**src/spms_pkg.sv**
```systemverilog
// Package with sizes, codes and shared types of the multi-stack core.
package spms_pkg;

  localparam int NUM_STACKS = 4;
  localparam int POOL_SLOTS = 16;

  localparam int SLOT_W = (POOL_SLOTS > 1) ? $clog2(POOL_SLOTS) : 1;
  localparam int PTR_W  = $clog2(POOL_SLOTS + 1);
  localparam int TOPS_W = (NUM_STACKS > 1) ? $clog2(NUM_STACKS) : 1;
  localparam int SID_W  = 2;
  localparam int DATA_W = 32;

  typedef logic [PTR_W-1:0] ptr_t;

  localparam ptr_t NULL_PTR = PTR_W'(POOL_SLOTS);

  localparam logic ACT_PUSH = 1'b0;
  localparam logic ACT_POP  = 1'b1;

  localparam logic [1:0] ST_OK    = 2'd0;
  localparam logic [1:0] ST_FULL  = 2'd1;
  localparam logic [1:0] ST_EMPTY = 2'd2;

  typedef struct packed {
    logic load;
    logic commit;
  } cmd_t;

endpackage

```
**src/shared_pool_multi_stack_core.sv**
```systemverilog
// Top level of the shared-pool multi-stack core.
// Four stacks share a pool of sixteen slots chained by a link memory and a
// free list. Each transfer in has a read step and a write-back step: the first
// reads the link and value memories at the slot picked by the free-list head
// or the stack top, the second updates the links, the tops and the free-list
// head and loads the result register. A new item is taken the cycle after that
// write-back, so the core takes no new item while one is in flight; a result
// not yet taken holds the write-back step until the output register frees.
// Reset is ready at once: link entries carry valid bits, no clearing pass is run.
module shared_pool_multi_stack_core (
  input  logic                                 clk,
  input  logic                                 rst_n,
  input  logic                                 in_valid,
  output logic                                 in_ready,
  input  logic                                 in_action,
  input  logic [spms_pkg::SID_W-1:0]           in_stack_id,
  input  logic signed [spms_pkg::DATA_W-1:0]   in_push_value,
  output logic                                 out_valid,
  input  logic                                 out_ready,
  output logic [1:0]                           out_status,
  output logic signed [spms_pkg::DATA_W-1:0]   out_pop_value
);
  import spms_pkg::*;

  cmd_t cmd;

  spms_ctrl u_ctrl (
    .clk       (clk),
    .rst_n     (rst_n),
    .in_valid  (in_valid),
    .in_ready  (in_ready),
    .out_valid (out_valid),
    .out_ready (out_ready),
    .cmd       (cmd)
  );

  spms_dpath u_dpath (
    .clk           (clk),
    .rst_n         (rst_n),
    .cmd           (cmd),
    .in_action     (in_action),
    .in_stack_id   (in_stack_id),
    .in_push_value (in_push_value),
    .out_status    (out_status),
    .out_pop_value (out_pop_value)
  );

endmodule

```
**src/spms_ctrl.sv**
```systemverilog
// Controller state machine: handshakes and load/commit sequencing.
module spms_ctrl (
  input  logic          clk,
  input  logic          rst_n,
  input  logic          in_valid,
  output logic          in_ready,
  output logic          out_valid,
  input  logic          out_ready,
  output spms_pkg::cmd_t cmd
);
  import spms_pkg::*;

  localparam logic S_IDLE = 1'b0;
  localparam logic S_EXEC = 1'b1;

  logic state_r, state_nxt;
  logic out_valid_r, out_valid_nxt;

  assign in_ready   = (state_r == S_IDLE);
  assign out_valid  = out_valid_r;
  assign cmd.load   = in_valid && in_ready;
  assign cmd.commit = (state_r == S_EXEC) && (!out_valid_r || out_ready);

  always_comb begin
    state_nxt = state_r;
    case (state_r)
      S_IDLE: begin
        if (cmd.load) begin
          state_nxt = S_EXEC;
        end
      end
      S_EXEC: begin
        if (cmd.commit) begin
          state_nxt = S_IDLE;
        end
      end
      default: begin
        state_nxt = S_IDLE;
      end
    endcase
  end

  always_comb begin
    if (cmd.commit) begin
      out_valid_nxt = 1'b1;
    end else if (out_ready) begin
      out_valid_nxt = 1'b0;
    end else begin
      out_valid_nxt = out_valid_r;
    end
  end

  always_ff @(posedge clk) begin
    if (!rst_n) begin
      state_r     <= S_IDLE;
      out_valid_r <= 1'b0;
    end else begin
      state_r     <= state_nxt;
      out_valid_r <= out_valid_nxt;
    end
  end

endmodule

```
**src/spms_dpath.sv**
```systemverilog
// Datapath: slot memories, stack tops, free-list head and result register.
module spms_dpath (
  input  logic                                 clk,
  input  logic                                 rst_n,
  input  spms_pkg::cmd_t                       cmd,
  input  logic                                 in_action,
  input  logic [spms_pkg::SID_W-1:0]           in_stack_id,
  input  logic signed [spms_pkg::DATA_W-1:0]   in_push_value,
  output logic [1:0]                           out_status,
  output logic signed [spms_pkg::DATA_W-1:0]   out_pop_value
);
  import spms_pkg::*;

  logic [DATA_W-1:0] values_mem [POOL_SLOTS];
  ptr_t              links_mem  [POOL_SLOTS];

  logic [POOL_SLOTS-1:0] lvalid_r, lvalid_nxt;
  ptr_t                  tops_r [NUM_STACKS];
  ptr_t                  tops_nxt [NUM_STACKS];
  ptr_t                  free_head_r, free_head_nxt;

  logic              op_r;
  logic [TOPS_W-1:0] sid_r;
  logic              sid_ok_r;
  logic [DATA_W-1:0] val_r;
  ptr_t              slot_r;
  ptr_t              link_rd_r;
  logic              lval_rd_r;
  logic [DATA_W-1:0] value_rd_r;
  logic [1:0]        status_r;
  logic [DATA_W-1:0] pop_value_r;

  logic              sid_ok;
  logic [TOPS_W-1:0] sidx;
  ptr_t              slot_sel;
  logic [SLOT_W-1:0] rd_addr;
  logic [SLOT_W-1:0] wr_addr;
  ptr_t              link_eff;
  logic              slot_ok;
  logic              push_ok;
  logic              pop_ok;
  logic              link_we;
  ptr_t              link_wd;

  assign sid_ok = (32'(in_stack_id) < NUM_STACKS);
  assign sidx   = TOPS_W'(in_stack_id);

  always_comb begin
    if (in_action == ACT_PUSH) begin
      slot_sel = free_head_r;
    end else if (sid_ok) begin
      slot_sel = tops_r[sidx];
    end else begin
      slot_sel = NULL_PTR;
    end
  end

  assign rd_addr = slot_sel[SLOT_W-1:0];
  assign wr_addr = slot_r[SLOT_W-1:0];

  // A link entry never written since reset reads as its reset chain value, slot plus one.
  assign link_eff = lval_rd_r ? link_rd_r : ptr_t'(slot_r + ptr_t'(1));
  assign slot_ok  = (slot_r != NULL_PTR);
  assign push_ok  = (op_r == ACT_PUSH) && sid_ok_r && slot_ok;
  assign pop_ok   = (op_r == ACT_POP) && slot_ok;
  assign link_we  = cmd.commit && (push_ok || pop_ok);
  assign link_wd  = push_ok ? tops_r[sid_r] : free_head_r;

  always_comb begin
    lvalid_nxt    = lvalid_r;
    tops_nxt      = tops_r;
    free_head_nxt = free_head_r;
    if (link_we) begin
      lvalid_nxt[wr_addr] = 1'b1;
      if (push_ok) begin
        tops_nxt[sid_r] = slot_r;
        free_head_nxt   = link_eff;
      end else begin
        tops_nxt[sid_r] = link_eff;
        free_head_nxt   = slot_r;
      end
    end
  end

  always_ff @(posedge clk) begin
    if (!rst_n) begin
      lvalid_r    <= '0;
      free_head_r <= '0;
      for (int i = 0; i < NUM_STACKS; i++) begin
        tops_r[i] <= NULL_PTR;
      end
    end else begin
      lvalid_r    <= lvalid_nxt;
      free_head_r <= free_head_nxt;
      tops_r      <= tops_nxt;
    end
  end

  always_ff @(posedge clk) begin
    if (cmd.load) begin
      op_r       <= in_action;
      sid_r      <= sidx;
      sid_ok_r   <= sid_ok;
      val_r      <= in_push_value;
      slot_r     <= slot_sel;
      link_rd_r  <= links_mem[rd_addr];
      lval_rd_r  <= lvalid_r[rd_addr];
      value_rd_r <= values_mem[rd_addr];
    end
  end

  always_ff @(posedge clk) begin
    if (link_we) begin
      links_mem[wr_addr] <= link_wd;
    end
    if (cmd.commit && push_ok) begin
      values_mem[wr_addr] <= val_r;
    end
  end

  always_ff @(posedge clk) begin
    if (cmd.commit) begin
      if (op_r == ACT_PUSH) begin
        status_r <= push_ok ? ST_OK : ST_FULL;
      end else begin
        status_r <= pop_ok ? ST_OK : ST_EMPTY;
      end
      pop_value_r <= pop_ok ? value_rd_r : '0;
    end
  end

  assign out_status    = status_r;
  assign out_pop_value = pop_value_r;

endmodule

```
**config.mk**
```make
export PLATFORM = sky130hd
export DESIGN_NAME = shared_pool_multi_stack_core
export DESIGN_NICKNAME = d
export VERILOG_FILES = /design/src/spms_pkg.sv /design/src/shared_pool_multi_stack_core.sv /design/src/spms_ctrl.sv /design/src/spms_dpath.sv
export SDC_FILE = /design/constraint.sdc
export NUM_CORES = 1
export LEC_CHECK = 0
export BUFFER_PORTS_ARGS = -buffer_cell sky130_fd_sc_hd__buf_2
export CORE_MARGIN = 1.5
export CORE_UTILIZATION = 60
export DETAILED_ROUTE_END_ITERATION = 7
export PLACE_DENSITY = 0.87
export SYNTH_ARGS = -nofsm -noshare
export SYNTH_HDL_FRONTEND = slang
export SYNTH_SLANG_ARGS = --single-unit
```
**constraint.sdc**
```tcl
create_clock -name clk -period 10.9 [get_ports clk]
set_input_delay 1.635 -clock clk [delete_from_list [all_inputs] [get_ports clk]]
set_output_delay 1.635 -clock clk [all_outputs]
set_load 0.01 [all_outputs]
```
==> After elaboration in Yosys (flattened, before gate mapping) <==
Memory sizes are Yosys's and may differ from the RTL's. A register that Yosys moved wholly into a read port is not among the register bits.
Cells that the tools add are included.
W data, S select, Z words.
{ "totals": {"reg_bits": 118, "memories": 2, "word_cells": 73, "in_bits": 39, "ram_bits": 592} }
{ "classes": {"addsub": 1, "mux": 31, "n_reduce_logical": 12, "eq_ne": 1, "order_cmp": 6, "bitwise": 5} }
{ "mem_list": {"columns": ["name", "depth", "width", "rd", "rd_ports_with_merged_regs", "wr", "line", "rtl"], "rows": [
  ["u_dpath.values_mem", 16, 32, 1, 1, 1, "spms_dpath.sv:14", "logic [DATA_W-1:0] values_mem [POOL_SLOTS];"],
  ["u_dpath.links_mem", 16, 5, 1, 1, 1, "spms_dpath.sv:15", "ptr_t links_mem [POOL_SLOTS];"]
]} }
{ "op_table": {"columns": ["operator", "n"], "rows": [
  ["$mux W5", 9],
  ["$bwmux W20", 2],
  ["$bmux W5 S2", 2],
  ["$mux W20", 1],
  ["$or A16 B16 Y16", 1],
  ["$mux W1", 11],
  ["$demux W5 S2", 1],
  ["$lt A4 B5 Y1 const B", 2],
  ["$logic_and A1 B1 Y1", 8],
  ["$ge A3 B3 Y1 const B", 2],
  ["$not A2 Y3", 2],
  ["$add A5 B1 Y5 const B", 1],
  ["$ne A5 B5 Y1 const B", 1],
  ["$bmux W1 S4", 1],
  ["$demux W1 S4", 1],
  ["$ge A4 B1 Y1 const B", 1],
  ["$mux W2", 2],
  ["$lt A3 B1 Y1 const B", 1],
  ["$logic_or A1 B1 Y1", 2],
  ["$not A1 Y1", 2],
  ["$pmux W1 S2", 1],
  ["$reduce_bool A2 Y1", 1],
  ["$logic_not A1 Y1", 1]
]} }

==> Logic depth before layout (Yosys ltp) <==
{ "depth": {"word_depth": 7, "ltp_mapped": 10} }

==> Hierarchy <==
A second synthesis with hierarchy kept.
{ "hier_totals": {"hier_cells": 1889, "area_unflattened_um2": 28931.5} }
{ "modules_own_cells": {"columns": ["module", "cells_per_inst", "area_per_inst_um2", "n_inst"], "rows": [
  ["spms_dpath", 1879, 28821.4, 1],
  ["spms_ctrl", 10, 110.1, 1]
]} }

==> Worst setup path before layout <==
Ideal clock, no wire load.
{ "synth_timing": {"kind": "input-to-reg", "from": "input port in_valid", "to": "register u_dpath.link_rd_r[0] (read register of u_dpath.links_mem) (enable)", "arrival_time_ns": 5.047, "path_slack_ns": 5.328, "setup_time_ns": 0.524, "path_stages": 1, "cell_sequence": "nor2b_1"} }
{ "synth_between": {"elab_chain_len": 1} }
{ "synth_rtl": {"columns": ["item", "line", "rtl"], "rows": [
  ["from (decl)", "shared_pool_multi_stack_core.sv:13", "input logic in_valid,"],
  ["$logic_and A1 B1 Y1", "spms_ctrl.sv:21", "assign cmd.load = in_valid && in_ready;"],
  ["to (decl)", "spms_dpath.sv:27", "ptr_t link_rd_r;"]
]} }
No other way between the ends.
A chain may end at the register's enable or synchronous reset.

==> Worst setup path in the final report <==
{ "layout_timing": {"from": "input port in_stack_id[0] (netlist bit)", "to": "register u_dpath.value_rd_r[30] (read register of u_dpath.values_mem), data pin"} }
{ "layout_between": {"elab_chain_len": 5} }
{ "layout_rtl": {"columns": ["item", "line", "rtl"], "rows": [
  ["from (decl)", "shared_pool_multi_stack_core.sv:16", "input logic [spms_pkg::SID_W-1:0] in_stack_id,"],
  ["$not A2 Y3 (implied by the code)", "spms_dpath.sv:52", "slot_sel = tops_r[sidx];"],
  ["$bmux W5 S2", "spms_dpath.sv:52", null],
  ["$mux W5 (implied by the code) (2 in series)", "spms_dpath.sv:52", null],
  ["$mux W5", "spms_dpath.sv:49", "if (in_action == ACT_PUSH) begin"],
  ["to (decl)", "spms_dpath.sv:29", "logic [DATA_W-1:0] value_rd_r;"]
]} }
No other way between the ends. The select of a mux whose other input is x is not followed.

==> impl_metrics.csv <==
group,metric,value,unit
outcome,outcome,"complete, no violations",
timing,grt_setup_unrepaired,"no",
clocking,cts_root_buf,"clkbuf_16",
setup_path,cp.required,11240,ps
synthesis,synth_nets,1935,
clocking,cts.path.max_buffers,3,
synthesis,syn_area,28900,sq um
setup_path,cp_slowest_cell,"buf_4",
flow_run,cap_viol_max_count,0,
global_routing,use_met2,43.7,%
timing,slew_violations,0,
pwr,power_frac_comb,5.7,%
finish,final_util,67.6,%
placement,port_buffers,74,
clocking,cts_inserted_buffers,70,
setup_path,endpoint_kind,"flop",
synthesis,synthArstFlopShare,0,%
detailed_routing,drtAntennaViolNets,0,
synthesis,yosysUniqueCellTypes,47,
clocking,insertion_delay,610,ps
setup_path,path_class,"input port to flop",
finish,syn2layout_area_growth,11.3,%
global_routing,grt_overflow_total,0,
global_routing,met1_usage,35.3,%
detailed_routing,via_count,17600,
detailed_routing,wl,67700,um
die,die_area,49500,sq um
detailed_routing,wire_per_inst,26.0,um
clocking,clk_pin_slew_worst_paths,60,ps
global_routing,grt_max_degree,229,
setup_path,path_delay_family,"buffers and inverters",
finish,final_cell_mix,"704 x edfxtp_1, 350 x nand2_1, 156 x a21oi_1",
min_path,holdPathStages,1,
finish,fin_cells,2603,
global_routing,grt.total_usage,27.1,%
global_routing,top_usage_layer,"met2",
setup_path,worstPathCellList,"buf_2 -> mux4_2 -> a21boi_4 -> buf_4 -> buf_12 -> a32o_1 -> o22ai_1 -> or3_1",
placement,routabilityCongestion,0.821,
synthesis,yosysWarnings,0,
clocking,cts_hold_buf,0,
clocking,cts_tree,"built",
pwr,p_per_area,189,nW/um^2
timing,fmax,0.212,GHz
die,initial_core_util,60.7,%
timing,period_minus_slack,4720,ps
placement,place_hpwl,32400,um
min_path,hold_class,"flop to flop",
timing,tightest_slew,1490,ps
finish,fin_nets,1977,
detailed_routing,dr.pass1.iters,6,
timing,finalWorstSetupSlack,6180,ps
setup_path,slowest_delay,760,ps
synthesis,netlist_instances,1892,
timing,fin_tns_setup,0,ps
pwr,leakage,10.6,nW
setup_path,critPathArrivalTime,5070,ps
clocking,postCtsResizedCells,0,
finish,fillers,2908,
pwr,power.switching,0.00130,W
timing,clock-skew-final,23.4,ps
detailed_routing,route.detailed.drc,0,
timing,setup_viol,0,
placement,dp_slack,5660,ps
setup_path,critPathMaxFanout,213,
synthesis,yosys_most_used_dff,"edfxtp_1",
setup_path,rr_worst_depth,7,
global_routing,gr-usage-met3,5.92,%
die,die_w,223,um
clocking,cts_sinks,747,
placement,place_inst,2477,
timing,slew_headroom,0.887,%
timing,period_share,43.3,%
setup_path,path_buf_inv,3,
detailed_routing,vias_per_cell,6.75,
setup_path,crit_cells,8,
global_routing,grt_pass1_vias,17300,
synthesis,ys_seq_area_share,76.1,%
clocking,post-cts-setup-buffers,0,
die,ios,75,
synthesis,synth-edff-count,704,
finish,drive_gt1_share,12.2,%
global_routing,antenna_found_initial,0,
synthesis,syn-mean-instance-area,15.3,sq um
pwr,p_int,0.00477,W
pwr,swShare,21.5,%
finish,final_common_cell,"edfxtp_1",
pwr,seqPwrFrac,53.7,%
detailed_routing,drt_iter0_markers,2809,
die,fp.dieH,223,um
finish,antenna_cells,0,
die,fp-row-count,80,
pwr,vdd_drop_max,0.000112,V
die,core_area,47600,sq um
timing,timing_hold_violations_final,0,
synthesis,ys_seq_elements,747,
global_routing,grt_pass1_wl,101000,um
setup_path,start_kind,"input port",
pwr,p_clk_share,40.6,%
clocking,cts_htree_levels,3,
-- stage by stage --
stage	cell area, sq um	total power, W	hold WS [ps]
after floorplan	28900	0.00354	440
after global placement	29900	0.00364	448
after detailed placement	29900	0.00366	455
after CTS	32200	0.00609	470
after global routing	32200	0.00622	488
final	32200	0.00608	469
-- cell type report --
type                       count  area (sq um)  area share (%)
multi-input combinational   1002          6460            20.0
timing repair buffer         104           621            1.93
sequential                   747         22000            68.3
tap                          615           769            2.39
inverter                       9          41.3           0.128
clock inverter                36           388            1.20
clock buffer                  90          1930            6.00
-- cells in the mapped netlist, drive strengths merged, types with 16 or more instances --
cell    count  area share [%]
clkbuf     61            0.79
nand2     350             4.5
o22ai      38            0.82
nor2b      23            0.50
o21a       16            0.42
a221oi     76             2.3
a32o       76             2.6
a21oi     157             2.7
and3       38            0.82
dfxtp      43             3.0
mux2i      84             2.9
edfxtp    704              73
buf        73             1.4
or3        38            0.82
-- power groups by stage --
| stage | logic (W) | clock network (W) | registers (W) |
|---|---|---|---|
| global placement | 0.000319 | 0 | 0.00332 |
| CTS | 0.000342 | 0.00248 | 0.00326 |
| global route | 0.000370 | 0.00258 | 0.00327 |
| finish | 0.000347 | 0.00247 | 0.00326 |
| detailed placement | 0.000335 | 0 | 0.00332 |
| floorplan | 0.000234 | 0 | 0.00331 |
-- kinds of logic (layout without fill, tap and decap cells) --
group	Yosys count	after routing	share of synthesized area, %
and+or+nand+nor	496	496	7.63
muxes	97	97	3.80
xor gates and xnor gates	1	1	0.0303
AOI/OAI and AO/OA	404	404	9.97
adders and majority gates	4	4	0.173
DFF	747	747	76.1
buffers and inverters	143	239	2.34
-- routing by layer --
layer / share of wire [%] / vias up
li1: - / 7407
met1: 37 / 8701
met2: 49 / 1257
met3: 11 / 206
met4: 3.8 / 0
met5: 0 / -
-- registers in the layout, indices dropped and copies added (netlist names) --
register / cells
u_dpath.link_rd_r: 5
u_dpath.slot_r: 5
u_dpath.op_r: 1
u_dpath.out_pop_value: 32
u_dpath.out_status: 2
u_dpath.sid_r: 2
u_dpath.lvalid_r: 16
u_dpath.lval_rd_r: 1
u_dpath.links_mem: 80
u_dpath.value_rd_r: 32
u_dpath.tops_r: 20
u_dpath.values_mem: 512
u_ctrl.out_valid: 1
u_ctrl.state_r: 1
u_dpath.free_head_r: 5
u_dpath.val_r: 32
-- worst paths after layout --
path	from	to	slack [ps]
hold / removal	u_dpath.lvalid_r[3]$_SDFFE_PN0P_	u_dpath.lvalid_r[3]$_SDFFE_PN0P_	470
hold reg to reg	u_dpath.lvalid_r[3]$_SDFFE_PN0P_	u_dpath.lvalid_r[3]$_SDFFE_PN0P_	470
setup reg to reg	u_dpath.tops_r[11]$_SDFFE_PN0P_	u_dpath.value_rd_r[30]$_DFFE_PP_	7170
setup / recovery	in_stack_id[0]	u_dpath.value_rd_r[30]$_DFFE_PP_	6180
No activity file was read; power rests on OpenSTA's default activity.
